--- src/rtl/hhfe_pkg.sv ---
// Shared types, codes and constants for the HTTP header field extractor.
package hhfe_pkg;

    localparam int unsigned MAX_NAME_BYTES = 16;
    localparam int unsigned NAME_POS_W     = 5;
    localparam int unsigned COUNT_W        = 10;
    localparam int unsigned CFG_DATA_W     = 64;
    localparam int unsigned CFG_INDEX_W    = 2;

    localparam logic [7:0] CHAR_CR = 8'h0D;
    localparam logic [7:0] CHAR_LF = 8'h0A;

    // register indexes
    localparam logic [CFG_INDEX_W-1:0] REG_NAME_LOW   = 2'd0;
    localparam logic [CFG_INDEX_W-1:0] REG_NAME_HIGH  = 2'd1;
    localparam logic [CFG_INDEX_W-1:0] REG_NAME_LEN   = 2'd2;
    localparam logic [CFG_INDEX_W-1:0] REG_VALUE_CAP  = 2'd3;

    localparam logic [NAME_POS_W-1:0] NAME_LEN_RESET  = 5'd1;
    localparam logic [COUNT_W-1:0]    VALUE_CAP_RESET = 10'd300;

    // action codes
    localparam logic ACT_BYTE    = 1'b0;
    localparam logic ACT_RESTART = 1'b1;

    // line phases
    localparam logic [1:0] PH_NAME    = 2'd0;
    localparam logic [1:0] PH_VALUE   = 2'd1;
    localparam logic [1:0] PH_SKIP_CR = 2'd2;
    localparam logic [1:0] PH_SKIP_LF = 2'd3;

    typedef struct packed {
        logic [63:0]           name_low;
        logic [63:0]           name_high;
        logic [NAME_POS_W-1:0] name_length;
        logic [COUNT_W-1:0]    value_capacity;
    } cfg_t;

    typedef struct packed {
        logic               value_valid;
        logic [7:0]         value_byte;
        logic [COUNT_W-1:0] value_count;
        logic               done_res;
        logic               matched;
    } result_t;

    function automatic logic [7:0] to_lower(input logic [7:0] c);
        logic [7:0] r;
        r = c;
        if (c >= 8'h41 && c <= 8'h5A) begin
            r = c + 8'h20;
        end
        return r;
    endfunction

endpackage

--- src/rtl/http_header_field_extractor_top.sv ---
// Top level of the HTTP header field extractor: handshake, config and result registers.
// Path: an accepted input word goes into the input register, then through the step logic into
//   the result register, where the result word is held until it is taken.
// Throughput: one word per cycle while m_ready stays high; the line state is updated once per word.
// Reset (aresetn low, synchronous): both stages empty, line state cleared, name registers
//   zero, name length 1, value capacity 300. No clearing pass; ready the cycle after.
module http_header_field_extractor_top (
    input  logic                                aclk,
    input  logic                                aresetn,
    // configuration write port
    input  logic                                cfg_wr_en,
    input  logic [hhfe_pkg::CFG_INDEX_W-1:0]    cfg_index,
    input  logic [hhfe_pkg::CFG_DATA_W-1:0]     cfg_wr_data,
    // input words
    input  logic                                s_valid,
    output logic                                s_ready,
    input  logic                                s_action,
    input  logic [7:0]                          s_data_byte,
    // result words
    output logic                                m_valid,
    input  logic                                m_ready,
    output logic                                m_value_valid,
    output logic [7:0]                          m_value_byte,
    output logic [hhfe_pkg::COUNT_W-1:0]        m_value_count,
    output logic                                m_done_res,
    output logic                                m_matched
);
    import hhfe_pkg::*;

    // configuration registers
    cfg_t    cfg_reg;

    // input stage
    logic       in_valid_reg;
    logic       in_action_reg;
    logic [7:0] in_byte_reg;

    // result stage
    logic    out_valid_reg;
    result_t out_reg;
    result_t step_result;

    logic advance;
    logic step_en;

    // The result stage moves when empty or being drained; the input stage
    // refills whenever it empties into the result stage.
    assign advance = !out_valid_reg || m_ready;
    assign s_ready = !in_valid_reg || advance;
    assign step_en = in_valid_reg && advance;

    always_ff @(posedge aclk) begin
        if (!aresetn) begin
            cfg_reg.name_low       <= '0;
            cfg_reg.name_high      <= '0;
            cfg_reg.name_length    <= NAME_LEN_RESET;
            cfg_reg.value_capacity <= VALUE_CAP_RESET;
        end else if (cfg_wr_en) begin
            case (cfg_index)
                REG_NAME_LOW:  cfg_reg.name_low       <= cfg_wr_data;
                REG_NAME_HIGH: cfg_reg.name_high      <= cfg_wr_data;
                REG_NAME_LEN:  cfg_reg.name_length    <= cfg_wr_data[NAME_POS_W-1:0];
                REG_VALUE_CAP: cfg_reg.value_capacity <= cfg_wr_data[COUNT_W-1:0];
                default: ;
            endcase
        end
    end

    // handshake state
    always_ff @(posedge aclk) begin
        if (!aresetn) begin
            in_valid_reg  <= 1'b0;
            out_valid_reg <= 1'b0;
        end else begin
            if (s_ready) begin
                in_valid_reg <= s_valid;
            end
            if (advance) begin
                out_valid_reg <= in_valid_reg;
            end
        end
    end

    // payload, no reset needed
    always_ff @(posedge aclk) begin
        if (s_valid && s_ready) begin
            in_action_reg <= s_action;
            in_byte_reg   <= s_data_byte;
        end
        if (step_en) begin
            out_reg <= step_result;
        end
    end

    hhfe_core u_core (
        .aclk      (aclk),
        .aresetn   (aresetn),
        .step_en   (step_en),
        .action    (in_action_reg),
        .data_byte (in_byte_reg),
        .cfg       (cfg_reg),
        .result    (step_result)
    );

    assign m_valid       = out_valid_reg;
    assign m_value_valid = out_reg.value_valid;
    assign m_value_byte  = out_reg.value_byte;
    assign m_value_count = out_reg.value_count;
    assign m_done_res    = out_reg.done_res;
    assign m_matched     = out_reg.matched;

endmodule

--- src/rtl/hhfe_core.sv ---
// Line state and per-word step logic of the header field extractor.
module hhfe_core (
    input  logic                  aclk,
    input  logic                  aresetn,
    input  logic                  step_en,
    input  logic                  action,
    input  logic [7:0]            data_byte,
    input  hhfe_pkg::cfg_t        cfg,
    output hhfe_pkg::result_t     result
);
    import hhfe_pkg::*;

    logic [1:0]            phase_reg, phase_next;
    logic [NAME_POS_W-1:0] name_pos_reg, name_pos_next;
    logic                  delim_reg, delim_next;
    logic [COUNT_W-1:0]    count_reg, count_next;
    logic                  finished_reg, finished_next;
    logic                  found_reg, found_next;

    logic [127:0]          name_all;
    logic [3:0]            pos;
    logic [7:0]            name_byte;
    logic [NAME_POS_W-1:0] eff_len;
    logic [NAME_POS_W-1:0] pos_inc;
    logic [COUNT_W:0]      count_inc;
    logic                  cap_ok;
    logic                  vvalid;
    logic [7:0]            vbyte;

    assign name_all  = {cfg.name_high, cfg.name_low};
    assign pos       = name_pos_reg[3:0];
    assign name_byte = name_all[{pos, 3'b000} +: 8];
    assign pos_inc   = {1'b0, pos} + NAME_POS_W'(1);
    assign count_inc = {1'b0, count_reg} + (COUNT_W+1)'(1);
    assign cap_ok    = count_inc <= {1'b0, cfg.value_capacity};

    always_comb begin
        if (cfg.name_length == '0) begin
            eff_len = NAME_POS_W'(1);
        end else if (cfg.name_length > NAME_POS_W'(MAX_NAME_BYTES)) begin
            eff_len = NAME_POS_W'(MAX_NAME_BYTES);
        end else begin
            eff_len = cfg.name_length;
        end
    end

    always_comb begin
        phase_next    = phase_reg;
        name_pos_next = name_pos_reg;
        delim_next    = delim_reg;
        count_next    = count_reg;
        finished_next = finished_reg;
        found_next    = found_reg;
        vvalid        = 1'b0;
        vbyte         = 8'h00;
        if (action == ACT_RESTART) begin
            phase_next    = PH_NAME;
            name_pos_next = '0;
            delim_next    = 1'b0;
            count_next    = '0;
            finished_next = 1'b0;
            found_next    = 1'b0;
        end else if (!finished_reg) begin
            case (phase_reg)
                PH_NAME: begin
                    if (to_lower(data_byte) != name_byte) begin
                        phase_next = (data_byte == CHAR_CR) ? PH_SKIP_LF : PH_SKIP_CR;
                    end else begin
                        name_pos_next = pos_inc;
                        if (pos_inc >= eff_len) begin
                            phase_next = PH_VALUE;
                        end
                    end
                end
                PH_VALUE: begin
                    if (cap_ok) begin
                        count_next = count_inc[COUNT_W-1:0];
                        vvalid     = 1'b1;
                        vbyte      = data_byte;
                    end
                    if (!delim_reg) begin
                        if (data_byte == CHAR_CR) begin
                            delim_next = 1'b1;
                        end
                    end else if (data_byte == CHAR_LF) begin
                        finished_next = 1'b1;
                        found_next    = 1'b1;
                    end else begin
                        delim_next = 1'b0;
                    end
                end
                PH_SKIP_CR: begin
                    if (data_byte == CHAR_CR) begin
                        phase_next = PH_SKIP_LF;
                    end
                end
                default: begin
                    if (data_byte == CHAR_LF) begin
                        finished_next = 1'b1;
                    end
                end
            endcase
        end
    end

    always_ff @(posedge aclk) begin
        if (!aresetn) begin
            phase_reg    <= PH_NAME;
            name_pos_reg <= '0;
            delim_reg    <= 1'b0;
            count_reg    <= '0;
            finished_reg <= 1'b0;
            found_reg    <= 1'b0;
        end else if (step_en) begin
            phase_reg    <= phase_next;
            name_pos_reg <= name_pos_next;
            delim_reg    <= delim_next;
            count_reg    <= count_next;
            finished_reg <= finished_next;
            found_reg    <= found_next;
        end
    end

    assign result.value_valid = vvalid;
    assign result.value_byte  = vbyte;
    assign result.value_count = count_next;
    assign result.done_res    = finished_next;
    assign result.matched     = found_next;

endmodule

--- config.mk ---
export PLATFORM = sky130hd
export DESIGN_NAME = http_header_field_extractor_top
export DESIGN_NICKNAME = d
export VERILOG_FILES = /design/src/rtl/hhfe_pkg.sv /design/src/rtl/http_header_field_extractor_top.sv /design/src/rtl/hhfe_core.sv
export SDC_FILE = /design/constraint.sdc
export NUM_CORES = 1
export LEC_CHECK = 0
export BUFFER_PORTS_ARGS = -buffer_cell sky130_fd_sc_hd__buf_2
export CAP_MARGIN = 20
export CORE_ASPECT_RATIO = 0.8
export CORE_UTILIZATION = 45
export CTS_BUF_LIST = sky130_fd_sc_hd__clkbuf_4 sky130_fd_sc_hd__clkbuf_8
export DETAILED_ROUTE_END_ITERATION = 8
export PLACE_DENSITY = 0.67
export SYNTH_ARGS = -nofsm -noshare
export SYNTH_HDL_FRONTEND = slang
export SYNTH_SLANG_ARGS = --single-unit
export TNS_END_PERCENT = 1
--- constraint.sdc ---
create_clock -name aclk -period 7.86 [get_ports aclk]
set_input_delay 0.786 -clock aclk [delete_from_list [all_inputs] [get_ports aclk]]
set_output_delay 0.786 -clock aclk [all_outputs]
set_load 0.01 [all_outputs]
==> flow_metrics.env, run 1 <==
export IMPL_path_class="flop to flop"
export IMPL_h_tree_depth=4
export IMPL_via_count=7529
export IMPL_hp_class="flop to flop"
export IMPL_grt_usage_pct=22.88
export IMPL_fin_skew_ps=13.22
export IMPL_die_x_um=159.5
export IMPL_syn_inst=1028
export IMPL_ir_drop_v=0.0001396
export IMPL_routed_wl_um=22600
export IMPL_p_int_w=0.001465
export IMPL_synth_edf_count=30
export IMPL_routedWlPerCell_um=16.69
export IMPL_worstPathRequired_ps=8200
export IMPL_layout_commonest_cell="nand2_1"
export IMPL_grt_pass1_vias=6918
export IMPL_fin_hold_ws_ps=456.9
export IMPL_numCtsBuffers=17
export IMPL_fillers=1832
export IMPL_fmax_mhz=255.2
export IMPL_startpoint_type="flop"
export IMPL_final_cell_mix="314 x nand2_1, 163 x dfxtp_1, 148 x a21oi_1"
export IMPL_seq_power_share_pct=54.7
export IMPL_clkPwrFrac_pct=37.9
export IMPL_p_sw_share_pct=24.27
export IMPL_p_leak_nw=3.599
export IMPL_ys_ff_latch=194
export IMPL_grt_pass1_wl_um=36740
export IMPL_synth_nets=1126
export IMPL_core_um2=19200
export IMPL_cp_arrival_ps=4260
export IMPL_multi_input_comb_area_um2=4369
export IMPL_cts_root_buf="clkbuf_8"
export IMPL_powerDensity_nw_per_um2=193.6
export IMPL_port_buffers=102
export IMPL_start_util_pct=46.54
export IMPL_register_area_um2=4185
export IMPL_post_cts_buffers=0
export IMPL_grt_antenna_before_repair=0
export IMPL_cts_sinks=194
export IMPL_largest_register_ffs=143
export IMPL_worstMarginPinSlew_ps=965.8
export IMPL_rsz0062_at_grt="no"
export IMPL_p_switching_w=0.0004697
export IMPL_finalNetCount=1181
export IMPL_ys_warn_count=0
export IMPL_cts_hold_buf=0
export IMPL_setup_viol=0
export IMPL_overflow=0
export IMPL_synth_area_um2=8935
export IMPL_ys_top_cells_by_area="dfxtp_1 37%, nand2_1 13%, edfxtp_1 10%"
export IMPL_drv_slew=0
export IMPL_drt_iter0_drc=763
export IMPL_synthDominantCellAreaShare_pct=36.75
export IMPL_area_growth_synth_to_final_pct=11.86
export IMPL_post_cts_resized=0
export IMPL_clk_pin_slew_ps=90
export IMPL_comb_power_share_pct=7.4
export IMPL_dr_pass1_iters=5
export IMPL_yosys_most_used_dff="dfxtp_1"
export IMPL_dpl_hpwl_um=14830
export IMPL_end_kind="flop"
export IMPL_grt_start_max_net_pins=79
export IMPL_slew_headroom_pct=35.61
export IMPL_die_y_um=128.0
export IMPL_crit_fanout=12
export IMPL_drv_cap=0
export IMPL_async_flop_share_pct=0
export IMPL_n_antenna_cell=0
export IMPL_clockBufferDepth=2
export IMPL_antenna_left=0
export IMPL_boundaryPins=103
export IMPL_synth_seq_area_share_pct=46.83
export IMPL_via_per_inst=5.561
export IMPL_hold_violations=0
export IMPL_rows=45
export IMPL_clock_latency_ps=480
export IMPL_synth_top_area_cell="dfxtp_1"
export IMPL_dieArea_um2=20430
export IMPL_finalCriticalPeriod_ps=3919
export IMPL_post_route_period_util_pct=49.86
export IMPL_tritoncts="done"
export IMPL_postSynthAreaPerCell_um2=8.691
export IMPL_drive_gt1_share_pct=17.06
export IMPL_drc=0
export IMPL_setup_tns_ps=0
export IMPL_r2r_slack_ps=3940
export IMPL_gp_congestion=0.8297
export IMPL_status="finished, final reports clean"
export IMPL_ys_types=54
power groups by stage:
stage | combinational [W] | clock (W) | sequential (W)
2_1_floorplan | 0.0000871 | 0 | 0.00107
3_3_place_gp | 0.000140 | 0 | 0.00108
3_5_place_dp | 0.000142 | 0 | 0.00108
4_1_cts | 0.000143 | 0.000747 | 0.00106
5_1_grt | 0.000160 | 0.000789 | 0.00106
6_report | 0.000143 | 0.000734 | 0.00106
layer usage:
layer	track usage, %	share of wire, %
met4	6.278	1.3
met3	4.723	6.5
met2	33.80	43
met1	33.75	49
met5	0	0
critical path: stages, from the launching register on:
cell     delay, ps
dfxtp_1        450
nand3_1        240
nor4_1         730
and3_1         350
xnor2_1         90
ha_1           300
nand3_1         90
o32a_1         320
o41a_1         270
nor3_1         730
and2_1         230
logic make-up (layout without fill, tap and decap cells):
logic type	after synthesis	count (layout)	share of synthesized area, %
flip-flops	194	194	46.83
multiplexers	44	44	9.410
adder cells (fa/ha/maj)	18	18	2.521
AND/OR/NAND/NOR	447	447	21.36
XOR/XNOR	18	18	1.765
AO/OA/AOI/OAI	210	210	13.63
buffers and inverters	97	165	4.495
final timing paths:
kind,start,endpoint,cells past startpoint
max,u_core.count_reg[0],m_value_byte[3],10
min,cfg_reg[52],cfg_reg[52],2
max reg2reg,u_core.count_reg[0],m_value_byte[3],10
min reg2reg,cfg_reg[52],cfg_reg[52],2
cells in the mapped netlist, types with 7 or more instances:
cell,n
a21oi_1,148
a311o_1,7
a31oi_1,11
and2_1,9
and3_1,7
buf_2,12
clkbuf_1,57
dfxtp_1,164
edfxtp_1,30
ha_1,18
inv_1,20
mux2i_1,12
mux4_2,32
nand2_1,314
nand3_1,20
nand4_1,24
nor2_1,38
nor2b_1,9
o211ai_1,9
o21ai_0,7
xnor2_1,15
stage by stage:
| stage | cell area, um^2 | setup WS, ps | power [W] | cells | utilization, % |
|---|---|---|---|---|---|
| after floorplan | 8935 | 4276 | 0.001162 | 1028 | - |
| after global placement | 9544 | 4143 | 0.001221 | 1322 | 49.71 |
| after detailed placement | 9544 | 4001 | 0.001224 | 1322 | 49.71 |
| after CTS | 9995 | 3969 | 0.001949 | 1354 | 52.06 |
| after global routing | 9995 | 3548 | 0.002011 | 1354 | 52.06 |
| final | 9995 | 3941 | 0.001935 | 1354 | 52.06 |
final cells by class:
class | count | share of cell area (%)
Clock buffer | 21 | 2.767
Clock inverter | 11 | 1.740
Inverter | 21 | 0.8137
Multi-Input combinational cell | 737 | 43.72
Sequential cell | 194 | 41.88
Tap cell | 258 | 3.230
Timing Repair Buffer | 112 | 5.859
No activity file was read; power rests on OpenSTA's default activity.
==> run 2, diff against run 1 <==
Settings changed: ABC_AREA from default to 1.
Clock period 7.86 ns to 3.7 ns, I/O delays scaled along.
==> run 2 against run 1 <==
Against the previous run:
- total power rose by 120%
- largest cell class unchanged
- critical path type unchanged
- largest power group unchanged
- clock skew rose by 2.5 ps
- synthesized cell count is 28% higher
- routed wire length is 6.7% higher
- clock power rose by 100%
- die area grew 3.9%
- critical path depth grew 7
- cell count increased by 23%
- first-iteration DRC count is 0.92% lower
- critical endpoint is now m_value_byte[7]
==> flow_metrics.env, run 2 <==
export IMPL_start_util_pct=46.36
export IMPL_grt_pass1_vias=7798
export IMPL_yosys_most_used_dff="dfxtp_1"
export IMPL_instances_no_fill=1659
export IMPL_grt_start_max_net_pins=92
export IMPL_grt_pass1_wl_um=39460
export IMPL_end_kind="flop"
export IMPL_place_area_um2=9940
export IMPL_drive_gt1_share_pct=11.76
export IMPL_area_growth_synth_to_final_pct=11.62
export IMPL_synth_edf_count=30
export IMPL_powerDensity_nw_per_um2=408.4
export IMPL_postSynthAreaPerCell_um2=7.034
export IMPL_routedWlPerCell_um=14.54
export IMPL_die_x_um=162.6
export IMPL_tritoncts="done"
export IMPL_rows=46
export IMPL_synth_area_um2=9285
export IMPL_hp_class="primary input to flop"
export IMPL_syn_inst=1320
export IMPL_p_sw_share_pct=26.36
export IMPL_layout_commonest_cell="nand2_1"
export IMPL_ys_top_cells_by_area="dfxtp_1 35%, nand2_1 9.9%, edfxtp_1 9.7%"
export IMPL_clockBufferDepth=2
export IMPL_p_switching_w=0.001116
export IMPL_crit_fanout=19
export IMPL_ys_types=31
export IMPL_via_per_inst=5.142
export IMPL_post_cts_resized=0
export IMPL_cts_root_buf="clkbuf_8"
export IMPL_dp_cells=1626
export IMPL_cts_hold_buf=0
export IMPL_via_count=8530
export IMPL_drv_cap=0
export IMPL_clk_pin_slew_ps=100
export IMPL_fin_skew_ps=15.71
export IMPL_cp_arrival_ps=3510
export IMPL_finalNetCount=1479
export IMPL_routed_wl_um=24120
export IMPL_dr_pass1_iters=6
export IMPL_boundaryPins=103
export IMPL_post_route_period_util_pct=86.11
export IMPL_seq_power_share_pct=54.4
export IMPL_worstMarginPinSlew_ps=928.6
export IMPL_core_um2=20030
export IMPL_finalCriticalPeriod_ps=3186
export IMPL_async_flop_share_pct=0
export IMPL_grt_usage_pct=23.66
export IMPL_clkPwrFrac_pct=34.8
export IMPL_largest_register_ffs=143
export IMPL_ys_ff_latch=194
export IMPL_startpoint_type="flop"
export IMPL_rsz0062_at_grt="no"
export IMPL_final_cell_mix="245 x nand2_1, 194 x nor2_1, 163 x dfxtp_1"
export IMPL_synthDominantCellAreaShare_pct=35.36
export IMPL_p_total_w=0.004233
export IMPL_hold_violations=0
export IMPL_drc=0
export IMPL_dpl_hpwl_um=16600
export IMPL_crit_top_cell="nand2_1"
export IMPL_port_buffers=102
export IMPL_die_y_um=130.5
export IMPL_h_tree_depth=4
export IMPL_cts_sinks=194
export IMPL_post_cts_buffers=0
export IMPL_worstPathRequired_ps=4020
export IMPL_crit_slowest_cell="dfxtp_1"
export IMPL_p_int_w=0.003117
export IMPL_clock_latency_ps=480
export IMPL_fmax_mhz=313.9
export IMPL_status="finished, final reports clean"
export IMPL_drv_slew=0
export IMPL_synth_nets=1418
export IMPL_dieArea_um2=21220
export IMPL_post_route_util_pct=51.74
export IMPL_grt_antenna_before_repair=2
export IMPL_gp_congestion=0.8785
export IMPL_drt_iter0_drc=756
export IMPL_setup_viol=0
export IMPL_comb_power_share_pct=10.8
export IMPL_path_class="flop to flop"
export IMPL_synthTopCellsByCount="245 x nand2_1, 194 x nor2_1, 164 x dfxtp_1, 158 x o21ai_0, 144 x inv_1"
export IMPL_fin_area_um2=10360
export IMPL_slew_headroom_pct=38.03
export IMPL_max_stage_delay_ps=440
export IMPL_overflow=0
export IMPL_setup_tns_ps=0
export IMPL_antenna_left=0
export IMPL_numCtsBuffers=17
export IMPL_path_cells="ha_1 -> nand2_1 -> inv_1 -> nand4_1 -> nor2_1 -> nand2_1 -> xor2_1 -> inv_1 -> ha_1 -> nand2_1 -> nor3_1 -> nand2_1 -> nand2_1 -> nand3_2 -> nor2_1 -> inv_1 -> nor2_1"
export IMPL_synth_seq_area_share_pct=45.06
export IMPL_synth_top_area_cell="dfxtp_1"
export IMPL_synth_most_common_cell="nand2_1"
export IMPL_p_leak_nw=4.748
export IMPL_ir_drop_v=0.0001900
export IMPL_ys_warn_count=0
## run 2: changes by cell type in the layout (fill, tap and decap cells not counted), sizes merged, moves of 9 or more
cell   change
a21oi     -46
a31oi     -10
and2       -9
inv      +124
mux2i     -12
mux4      -32
nand2     -69
nand3    +112
nand4     -13
nor2     +157
nor2b      -9
o21ai    +151
xnor2     -14
## run 2: layout make-up
class	count	area (um^2)
clock buffer	20	262.8
timing repair buffer	119	665.6
clock inverter	12	158.9
antenna	1	2.502
multi-input combinational	902	4207
tap	264	330.3
inverter	147	551.8
sequential	194	4185
fill	2012	9666
## run 2: final timing paths
check	from	end	slack, ps	cells past startpoint
min	s_action	in_action_reg	60	1
max reg2reg	u_core.count_reg[0]	m_value_byte[7]	510	17
max	u_core.count_reg[0]	m_value_byte[7]	510	17
min reg2reg	cfg_reg[56]	cfg_reg[56]	460	2
## run 2: through the flow
step / hold WS (ps) / worst slack [ps]
2_1_floorplan: 429.2 / 1054
3_3_place_gp: 438.8 / 622.4
3_5_place_dp: 445.2 / 571.7
4_1_cts: 44.36 / 525.3
5_1_grt: 40.19 / 30.14
6_report: 63.46 / 514.1
## run 2: cell families after synthesis
family / share of synthesized area (%)
compound gates: 15.39
xor+xnor: 0.5660
fa+ha+maj: 2.426
buf+inv: 9.689
flops: 45.06
simple gates: 26.87
## run 2: layer usage
metal | up-vias | global-route usage, % | routed length, um
met5 | - | 0 | 10
met4 | 2 | 8.741 | 549
met3 | 37 | 4.451 | 1255
met2 | 216 | 36.30 | 10280
met1 | 3872 | 33.16 | 12020
li1 | 4403 | - | -
## run 2: worst max-delay path: cells and delay by family, from the launching register on
kind | cells | cell delay [ps]
adders and majority gates | 2 | 480
and+or+nand+nor | 11 | 1630
buffers and inverters | 3 | 340
xor gates and xnor gates | 1 | 130
DFF | 1 | 440
## run 2: power groups by stage
stage | clock, W | sequential [W] | combinational, W
6_report | 0.00147 | 0.00230 | 0.000457
5_1_grt | 0.00158 | 0.00232 | 0.000527
4_1_cts | 0.00149 | 0.00230 | 0.000457
3_5_place_dp | 0 | 0.00235 | 0.000454
3_3_place_gp | 0 | 0.00235 | 0.000448
2_1_floorplan | 0 | 0.00234 | 0.000298
==> run 3, diff against run 2 <==
Clock period 3.7 ns to 4.1 ns, I/O delays scaled along.
==> run 3 against run 2 <==
Against the previous run:
- critical path depth decreased by 2
- worst setup slack gained 390 ps
- flip-flop and latch count stayed put
- first-iteration DRC count shrank 10%
- largest power group unchanged
- routed wire length is 0.63% lower
- largest cell class unchanged
- critical path type unchanged
- combinational power decreased by 10%
- worst hold slack improved by 36 ps
- final area decreased by 0.39%
==> flow_metrics.env, run 3 (synthesis gave the netlist of run 2 again) <==
export IMPL_post_cts_resized=0
export IMPL_clk_pin_slew_ps=100
export IMPL_dieArea_um2=21220
export IMPL_comb_power_share_pct=10.6
export IMPL_die_y_um=130.5
export IMPL_hp_class="primary input to flop"
export IMPL_seq_power_share_pct=53.5
export IMPL_finalCriticalPeriod_ps=3193
export IMPL_drv_cap=0
export IMPL_p_total_w=0.003886
export IMPL_instances_no_fill=1653
export IMPL_reg2reg_from="u_core.count_reg[0]"
export IMPL_cts_hold_buf=0
export IMPL_gp_congestion=0.8484
export IMPL_slew_headroom_pct=28.25
export IMPL_p_leak_nw=4.730
export IMPL_dp_cells=1622
export IMPL_overflow=0
export IMPL_n_antenna_cell=0
export IMPL_grt_start_max_net_pins=127
export IMPL_dr_pass1_iters=6
export IMPL_fmax_mhz=313.2
export IMPL_startpoint="u_core.count_reg[0]"
export IMPL_grt_pass1_wl_um=39340
export IMPL_clkPwrFrac_pct=35.9
export IMPL_drc=0
export IMPL_p_int_w=0.002875
export IMPL_pre_cts_ws_ps=961.0
export IMPL_worstPathRequired_ps=4430
export IMPL_powerDensity_nw_per_um2=376.4
export IMPL_fin_skew_ps=17.55
export IMPL_via_per_inst=5.117
export IMPL_antenna_left=0
export IMPL_cts_sinks=194
export IMPL_p_sw_share_pct=26.02
export IMPL_post_cts_buffers=0
export IMPL_rows=46
export IMPL_rsz0062_at_grt="no"
export IMPL_via_count=8459
export IMPL_min_from="s_data_byte[6]"
export IMPL_hold_violations=0
export IMPL_status="finished, final reports clean"
export IMPL_largest_register_ffs=143
export IMPL_clock_latency_ps=490
export IMPL_clockBufferDepth=2
export IMPL_grt_antenna_before_repair=1
export IMPL_post_route_period_util_pct=77.88
export IMPL_h_tree_depth=4
export IMPL_grt_pass1_vias=7792
export IMPL_worstMarginPinSlew_ps=1076
export IMPL_boundaryPins=103
export IMPL_setup_tns_ps=0
export IMPL_cp_arrival_ps=3530
export IMPL_tritoncts="done"
export IMPL_drt_iter0_drc=678
export IMPL_setup_viol=0
export IMPL_layout_commonest_cell="nand2_1"
export IMPL_routed_wl_um=23960
export IMPL_port_buffers=102
export IMPL_finalNetCount=1475
export IMPL_drv_slew=0
export IMPL_routedWlPerCell_um=14.50
export IMPL_crit_fanout=19
export IMPL_grt_usage_pct=23.47
export IMPL_end_kind="flop"
export IMPL_drive_gt1_share_pct=11.45
export IMPL_numCtsBuffers=17
export IMPL_startpoint_type="flop"
export IMPL_core_um2=20030
export IMPL_ir_drop_v=0.0001942
export IMPL_area_growth_synth_to_final_pct=11.19
export IMPL_final_cell_mix="245 x nand2_1, 194 x nor2_1, 163 x dfxtp_1"
export IMPL_path_class="flop to flop"
export IMPL_die_x_um=162.6
export IMPL_fin_ws_ps=906.9
export IMPL_start_util_pct=46.36
export IMPL_dpl_hpwl_um=16230
export IMPL_p_switching_w=0.001011
export IMPL_cts_root_buf="clkbuf_8"
[run 3: changes by cell type in the layout (fill, tap and decap cells not counted), sizes merged]
cell and delta:
diode -1, clkinvlp -2, buf -4, inv +2, bufinv +1, clkinv -2
[run 3: worst paths after layout]
path / endpoint / slack, ps / cells past startpoint
hold reg to reg: cfg_reg[98] / 460 / 2
setup / recovery: m_value_byte[7] / 910 / 15
hold / removal: in_byte_reg[6] / 100 / 1
setup reg to reg: m_value_byte[7] / 910 / 15
[run 3: layout make-up]
cell class	count	area (um^2)
clock buffer	20	262.8
clock inverter	11	175.2
fill	2018	9706
inverter	147	553.0
multi-input combinational	902	4207
sequential	194	4185
tap	264	330.3
timing repair buffer	115	610.6
[run 3: critical path, stage by stage (launching register included)]
cell and delay [ps]:
dfxtp_1 450, nand3_1 170, nor3_1 260, nand2_1 130, nor3_1 200, xor2_1 180, inv_1 80, ha_1 290
nand2_1 50, nor3_1 130, nand2_1 80, nand2_1 120, nand3_2 310, nor2_1 290, inv_1 170, nor2_1 120
[run 3: metal layers]
layer	vias up	wire, um	GRT usage (%)	share of wire (%)
met5	-	8	0	0.033
met3	30	1363	4.703	5.7
met1	3834	11840	32.52	49
met2	202	10290	36.53	43
met4	2	453	8.136	1.9
li1	4391	-	-	-
[run 3: metrics by stage]
step                      area (um^2)  utilization (%)  hold slack [ps]
final                           10320            51.54            99.41
after global routing            10320            51.54            71.34
after CTS                       10320            51.54            76.35
after detailed placement         9886            49.36            444.7
after floorplan                  9285                -            429.2
after global placement           9886            49.36            439.2
[run 3: power groups by stage]
stage | registers, W | clock network [W] | logic (W)
after floorplan | 0.00212 | 0 | 0.000269
after global placement | 0.00212 | 0 | 0.000405
after detailed placement | 0.00212 | 0 | 0.000409
after CTS | 0.00208 | 0.00142 | 0.000412
after global routing | 0.00209 | 0.00149 | 0.000475
final | 0.00208 | 0.00140 | 0.000411
